### src/sv/cpt_pkg.sv
// Shared types and constants of the call permission table.
`timescale 1ns / 1ps

package cpt_pkg;

   localparam int EP_W    = 32;
   localparam int PROC_W  = 8;
   localparam int CALL_W  = 6;
   localparam int MASK_W  = 64;
   localparam int SLOT_W  = 7;
   localparam int CSR_IDX_W = 1;

   localparam logic [SLOT_W-1:0] SLOT_NONE = 7'd64;
   localparam logic [SLOT_W-1:0] SLOT_USER = 7'd0;

   localparam logic [EP_W-1:0] SELF_EP_RESET    = 32'd8;
   localparam logic [EP_W-1:0] SERVICE_EP_RESET = 32'd2;

   localparam logic [CSR_IDX_W-1:0] CSR_SELF_ENDPOINT    = 1'b0;
   localparam logic [CSR_IDX_W-1:0] CSR_SERVICE_ENDPOINT = 1'b1;

   typedef enum logic [1:0] {
      FUNC_CHECK = 2'd0,
      FUNC_SET   = 2'd1,
      FUNC_FORK  = 2'd2,
      FUNC_CLEAR = 2'd3
   } cpt_func_type;

   typedef enum logic [1:0] {
      STATUS_OK      = 2'd0,
      STATUS_DENIED  = 2'd1,
      STATUS_NO_SLOT = 2'd2
   } cpt_status_type;

   typedef struct packed {
      logic [1:0]        func;
      logic [PROC_W-1:0] proc_index;
      logic [EP_W-1:0]   caller_endpoint;
      logic [CALL_W-1:0] call_number;
      logic              is_system;
      logic              mask_given;
      logic [MASK_W-1:0] call_mask;
   } cpt_req_type;

   // Partial result handed from the slot stage to the output register.
   typedef struct packed {
      cpt_status_type    status;
      logic              warn_no_slot;
      logic              warn_uninitialized;
      logic [SLOT_W-1:0] slot_now;
      logic              need_mask;
      logic [CALL_W-1:0] call_number;
   } cpt_res_type;

   typedef struct packed {
      logic              wr_en;
      logic [SLOT_W-1:0] addr;
      logic [MASK_W-1:0] wr_data;
   } cpt_mask_acc_type;

endpackage

### src/sv/cpt_slot_stage.sv
// Slot stage: process slot table, in-use bitmap and per-operation update.
`timescale 1ns / 1ps

module cpt_slot_stage
   import cpt_pkg::*;
#(
   parameter int PROC_SLOTS = 256,
   parameter int MASK_SLOTS = 64,
   parameter int CALL_COUNT = 64
) (
   input  logic             clock,
   input  logic             reset,
   input  logic             load,
   input  logic             advance,
   input  cpt_req_type      req,
   input  logic [EP_W-1:0]  self_endpoint,
   input  logic [EP_W-1:0]  service_endpoint,
   output cpt_res_type      res,
   output cpt_mask_acc_type mask_acc
);

   localparam int PIDX_W = $clog2(PROC_SLOTS);
   localparam int MIDX_W = $clog2(MASK_SLOTS);
   localparam logic [MASK_W-1:0] CALL_BITS =
      (CALL_COUNT >= MASK_W) ? {MASK_W{1'b1}} : ((64'd1 << CALL_COUNT) - 64'd1);

   logic [SLOT_W-1:0]     slot_mem [PROC_SLOTS];
   logic [PROC_SLOTS-1:0] slot_vld_ff;
   logic [MASK_SLOTS-1:0] in_use_ff;
   logic [MASK_SLOTS-1:0] in_use_in;
   cpt_req_type           item_ff;
   logic [SLOT_W-1:0]     rd_slot_ff;
   logic                  fwd_hit_ff;
   logic [SLOT_W-1:0]     fwd_slot_ff;

   logic [PIDX_W-1:0]     item_idx;
   logic [PIDX_W-1:0]     req_idx;
   logic                  in_range;
   logic [SLOT_W-1:0]     slot_cur;
   logic                  slot_sys;
   logic [MIDX_W-1:0]     slot_idx;
   logic [MASK_SLOTS-1:0] freed;
   logic                  free_found;
   logic [MIDX_W-1:0]     free_idx;
   logic [MIDX_W-1:0]     set_idx;
   logic                  set_found;
   logic [SLOT_W-1:0]     new_slot;
   logic                  slot_wr;

   assign item_idx = PIDX_W'(item_ff.proc_index);
   assign req_idx  = PIDX_W'(req.proc_index);
   assign in_range = 32'(item_ff.proc_index) < 32'(PROC_SLOTS);

   // The entry written at the edge that read this transaction's slot is
   // still stale in the read register, so it is taken from the bypass.
   assign slot_cur = fwd_hit_ff ? fwd_slot_ff :
                     (slot_vld_ff[item_idx] ? rd_slot_ff : SLOT_NONE);
   assign slot_sys = (slot_cur != SLOT_NONE) && (slot_cur != SLOT_USER);
   assign slot_idx = slot_cur[MIDX_W-1:0];

   always_comb begin
      freed = in_use_ff;
      if (slot_sys) begin
         freed[slot_idx] = 1'b0;
      end
   end

   // Lowest free system slot.
   always_comb begin
      free_found = 1'b0;
      free_idx   = '0;
      for (int i = MASK_SLOTS - 1; i >= 1; i--) begin
         if (!freed[i]) begin
            free_found = 1'b1;
            free_idx   = MIDX_W'(i);
         end
      end
   end

   assign set_idx   = item_ff.is_system ? free_idx : '0;
   assign set_found = !item_ff.is_system || free_found;

   always_comb begin
      res.status             = STATUS_OK;
      res.warn_no_slot       = 1'b0;
      res.warn_uninitialized = 1'b0;
      res.slot_now           = SLOT_NONE;
      res.need_mask          = 1'b0;
      res.call_number        = item_ff.call_number;
      new_slot               = slot_cur;
      slot_wr                = 1'b0;
      in_use_in              = in_use_ff;
      mask_acc.wr_en         = 1'b0;
      mask_acc.addr          = slot_cur;
      mask_acc.wr_data       = item_ff.call_mask & CALL_BITS;
      if (in_range) begin
         unique case (cpt_func_type'(item_ff.func))
            FUNC_CHECK: begin
               if (item_ff.caller_endpoint == self_endpoint) begin
                  res.status = STATUS_OK;
               end else if (slot_cur == SLOT_NONE) begin
                  res.warn_no_slot = item_ff.caller_endpoint != service_endpoint;
               end else if (32'(item_ff.call_number) >= 32'(CALL_COUNT)) begin
                  res.status = STATUS_DENIED;
               end else begin
                  res.need_mask = 1'b1;
               end
            end
            FUNC_SET: begin
               slot_wr   = 1'b1;
               in_use_in = freed;
               if (set_found) begin
                  res.warn_uninitialized = !freed[set_idx] && !item_ff.mask_given;
                  in_use_in[set_idx]     = 1'b1;
                  new_slot               = SLOT_W'(set_idx);
                  mask_acc.wr_en         = item_ff.mask_given;
                  mask_acc.addr          = SLOT_W'(set_idx);
               end else begin
                  res.status = STATUS_NO_SLOT;
                  new_slot   = SLOT_NONE;
               end
            end
            FUNC_FORK: begin
               slot_wr = 1'b1;
               if (slot_cur != SLOT_USER) begin
                  new_slot = SLOT_NONE;
               end
            end
            FUNC_CLEAR: begin
               slot_wr   = 1'b1;
               in_use_in = freed;
               new_slot  = SLOT_NONE;
            end
            default: begin
               slot_wr = 1'b0;
            end
         endcase
         res.slot_now = new_slot;
      end
   end

   always_ff @(posedge clock) begin
      if (reset) begin
         slot_vld_ff <= '0;
         in_use_ff   <= '0;
         fwd_hit_ff  <= 1'b0;
      end else begin
         if (advance) begin
            in_use_ff <= in_use_in;
            if (slot_wr) begin
               slot_vld_ff[item_idx] <= 1'b1;
            end
         end
         if (load) begin
            fwd_hit_ff <= advance && slot_wr && (item_idx == req_idx);
         end
      end
   end

   always_ff @(posedge clock) begin
      if (advance && slot_wr) begin
         slot_mem[item_idx] <= new_slot;
      end
      if (load) begin
         item_ff     <= req;
         rd_slot_ff  <= slot_mem[req_idx];
         fwd_slot_ff <= new_slot;
      end
   end

endmodule

### config.mk
export PLATFORM = sky130hd
export DESIGN_NAME = cpt_slot_stage
export DESIGN_NICKNAME = d
export VERILOG_FILES = /design/src/sv/cpt_pkg.sv /design/src/sv/cpt_slot_stage.sv
export SDC_FILE = /design/constraint.sdc
export NUM_CORES = 2
export LEC_CHECK = 0
export BUFFER_PORTS_ARGS = -buffer_cell sky130_fd_sc_hd__buf_2
export CORE_MARGIN = 2
export CORE_UTILIZATION = 44
export DETAILED_ROUTE_END_ITERATION = 16
export PLACE_DENSITY = 0.59
export SLEW_MARGIN = 0
export SYNTH_ARGS = -nofsm -noshare
export SYNTH_HDL_FRONTEND = slang
export SYNTH_SLANG_ARGS = --single-unit
### constraint.sdc
create_clock -name clock -period 18.25 [get_ports clock]
set_input_delay 0.9125 -clock clock [delete_from_list [all_inputs] [get_ports clock]]
set_output_delay 0.9125 -clock clock [all_outputs]
set_load 0.005 [all_outputs]
==> run_results.csv <==
group,metric,value,unit
run_status,status,"complete, no violations",
sta,fmax,0.0989,GHz
sta,slew_viol_final,0,
cts,clk_path_buf_depth,3,
sta,hold_violations,0,
synthesis,yosysTopAreaCell,"edfxtp_1",
cts,insertion_delay,0.90,ns
drt,first_pass_iters,6,
die,core_area,0.202,mm^2
die,dieHeight,454,um
cts,clock-root-buffer,"clkbuf_16",
cts,cts_resized,0,
die,initial_core_util,0.442,
die,die-area,0.206,mm^2
drt,wl_per_cell,29.7,um
synthesis,ys.flop_type,"edfxtp_1",
setup_path,rrSetupSlack,8.50,ns
synthesis,synthArstFlopShare,0,
synthesis,synthCells,4993,
cells_and_area,nNetsFinal,5413,
setup_path,critical_path.slowest_cell,"nand3_1",
setup_path,slowest_delay,0.86,ns
synthesis,synth_fp_nets,5175,
synthesis,syn_avg_cell_area,17.9,um^2
cells_and_area,final_common_cell,"edfxtp_1",
drt,drt-initial-drc-count,4913,
synthesis,syn-cell-area,0.0892,mm^2
power_and_ir_drop,powerDensity,109,mW/mm^2
synthesis,synth-seq-cells,2241,
synthesis,synth_area_leaders,"edfxtp_1 65%, mux4_2 16%, dfxtp_1 7.2%",
setup_path,crit_family,"simple AND/OR/NAND/NOR gates",
die,io_pins,272,
min_path,whs_path_depth,1,
drt,wl,240000,um
setup_path,end_kind,"output pin",
synthesis,synth_cell_types,89,
sta,finalSetupViolCount,0,
cts,clock_sinks,2241,
sta,fin_skew,0.0660,ns
drt,viasPerCell,5.88,
min_path,min_path_type,"input port to flop",
min_path,hold_end,"res[2]$_DFFE_PP_",
sta,min_period_over_period,0.554,
min_path,hp-start,"req[68]",
power_and_ir_drop,power,10.9,mW
die,die_w,454,um
cts,numCtsBuffers,224,
placed_design,place_hpwl,158000,um
grt,grt_pass1_vias,47800,
flow_run,cap_violations,0,
setup_path,crit_required,17.34,ns
cts,cts_setup_buffers,0,
setup_path,start_kind,"flop",
drt,vias,47700,
grt,track_usage,0.231,
synthesis,synth_top_area_share,0.646,
synthesis,synth.yosys.seq_area_share,0.718,
drt,route.detailed.drc,0,
cts,cts_tree,"yes",
cells_and_area,post-route-util,0.498,
cts,cts_htree_levels,4,
cts,clkSlewWorstSetupHoldPaths,0.06,ns
sta,finalSetupTns,0,ns
cells_and_area,drive_above_1_share,0.255,
setup_path,r2r_cells,20,
placed_design,gp_congestion,0.893,
synthesis,synth_warnings,0,
power_and_ir_drop,power_leakage,32.4,nW
setup_path,crit_chain,"buf_4 -> nor2b_4 -> a22oi_1 -> nand3_1 -> a41oi_1 -> or4_4 -> and3b_1 -> nor3_4 -> nand3_1 -> o21a_1 -> a211oi_1 -> nand4_1 -> a221o_1 -> and3_1 -> o2111a_1 -> a221o_1 -> or4_1 -> nand2_1 -> buf_2",
grt,grt_overflow,0,
placed_design,io_buffers,270,
die,num_rows,165,
grt,grt_max_degree,175,
sta,post-route-min-period,10.12,ns
synthesis,synth_edf_count,1920,
setup_path,crit_path_max_fanout,24,
cts,hold_buffers,0,
sta,relSlewSlack,0.141,
setup_path,r2r_start,"item_idx[3]$_DFFE_PP_",
setup_path,worstPathArrival,9.20,ns
sta,rsz0062_at_grt,"false",
setup_path,r2r_end,"slot_mem[153][0]$_DFFE_PP_",
setup_path,cp_num_buf_inv,2,
drt,ant_nets,0,
grt,antenna_found_initial,13,
sta,tightest_slew,1.28,ns
cells_and_area,final_cell_mix,"1920 x edfxtp_1, 778 x nor2_1, 623 x mux4_2, 321 x dfxtp_1, 264 x buf_2",
power_and_ir_drop,peakVddDrop,0.103,mV
setup_path,path_class,"flop to output pin",
cells_and_area,area_growth,12.7,%
grt,grt_pass1_wl,344000,um
## flip-flops by register name (all words and copies together), names as in the netlist
name / flops
slot_mem: 1792
slot_vld_ff: 256
in_use_ff: 64
mask_acc: 64
item_ff: 36
item_idx: 8
fwd_slot_ff: 7
rd_slot_ff: 7
res: 6
fwd_hit_ff: 1
## cell families (layout without fill, tap and decap cells)
logic type / after synthesis / in the layout / share of synthesized area
xor gates and xnor gates: 72 / 72 / 0.00707
other: 1 / 6 / 0.0000420
DFF: 2241 / 2241 / 0.718
AOI/OAI and AO/OA: 446 / 446 / 0.0340
and+or+nand+nor: 1172 / 1172 / 0.0552
buffers and inverters: 353 / 785 / 0.0189
muxes: 708 / 708 / 0.167
## per-layer routing
layer | share of wire | track usage | vias up
li1 | - | - | 20300
met1 | 0.42 | 0.319 | 25100
met2 | 0.49 | 0.380 | 1888
met3 | 0.066 | 0.0370 | 354
met4 | 0.026 | 0.0658 | 2
met5 | 0.000050 | 0 | -
## area by class of cell
| cell class | instances | area [um^2] |
|---|---|---|
| tap | 2672 | 3340 |
| multi-input combinational | 2399 | 23600 |
| clock buffer | 292 | 6060 |
| antenna | 5 | 12.5 |
| sequential | 2241 | 64100 |
| inverter | 13 | 48.8 |
| clock inverter | 128 | 1350 |
| fill | 16500 | 101000 |
| timing repair buffer | 352 | 2060 |
## where the power goes
| part | internal, mW | switching [mW] |
|---|---|---|
| Sequential | 5.62 | 0.0290 |
| Clock | 2.62 | 1.99 |
| Combinational | 0.236 | 0.445 |
## synth_stat cells (31+ instances only)
cell,number
mux2i_1,81
nand2_1,171
o21ba_2,31
o21ai_0,96
buf_4,81
nor2_1,779
clkbuf_1,178
xnor2_1,32
edfxtp_1,1920
buf_1,65
a21oi_1,107
mux4_2,623
dfxtp_1,321
xor2_1,40
nand3_1,56
## worst max path at each step
stage                          startpoint                    endpoint  slack (ns)  cells after the start
floorplan           item_idx[1]$_DFFE_PP_    fwd_slot_ff[0]$_DFFE_PP_        1.11                     20
finish              item_idx[3]$_DFFE_PP_                     res[14]        8.13                     19
detailed placement  item_idx[3]$_DFFE_PP_  slot_mem[155][0]$_DFFE_PP_        8.69                     20
CTS                 item_idx[3]$_DFFE_PP_                     res[14]        8.22                     19
global route        item_idx[3]$_DFFE_PP_  slot_mem[142][0]$_DFFE_PP_        7.89                     20
global placement    item_idx[3]$_DFFE_PP_  slot_mem[154][0]$_DFFE_PP_        9.05                     20
## stage by stage
step	instances	cell area, um^2	hold WS (ns)	setup WS [ns]
finish	8102	101000	0.199	8.13
global route	8099	101000	0.154	7.89
CTS	8097	101000	0.114	8.22
detailed placement	7677	93100	0.455	8.69
global placement	7677	93100	0.448	9.05
floorplan	4993	89200	0.435	1.11
No activity file was read; power rests on OpenSTA's default activity.
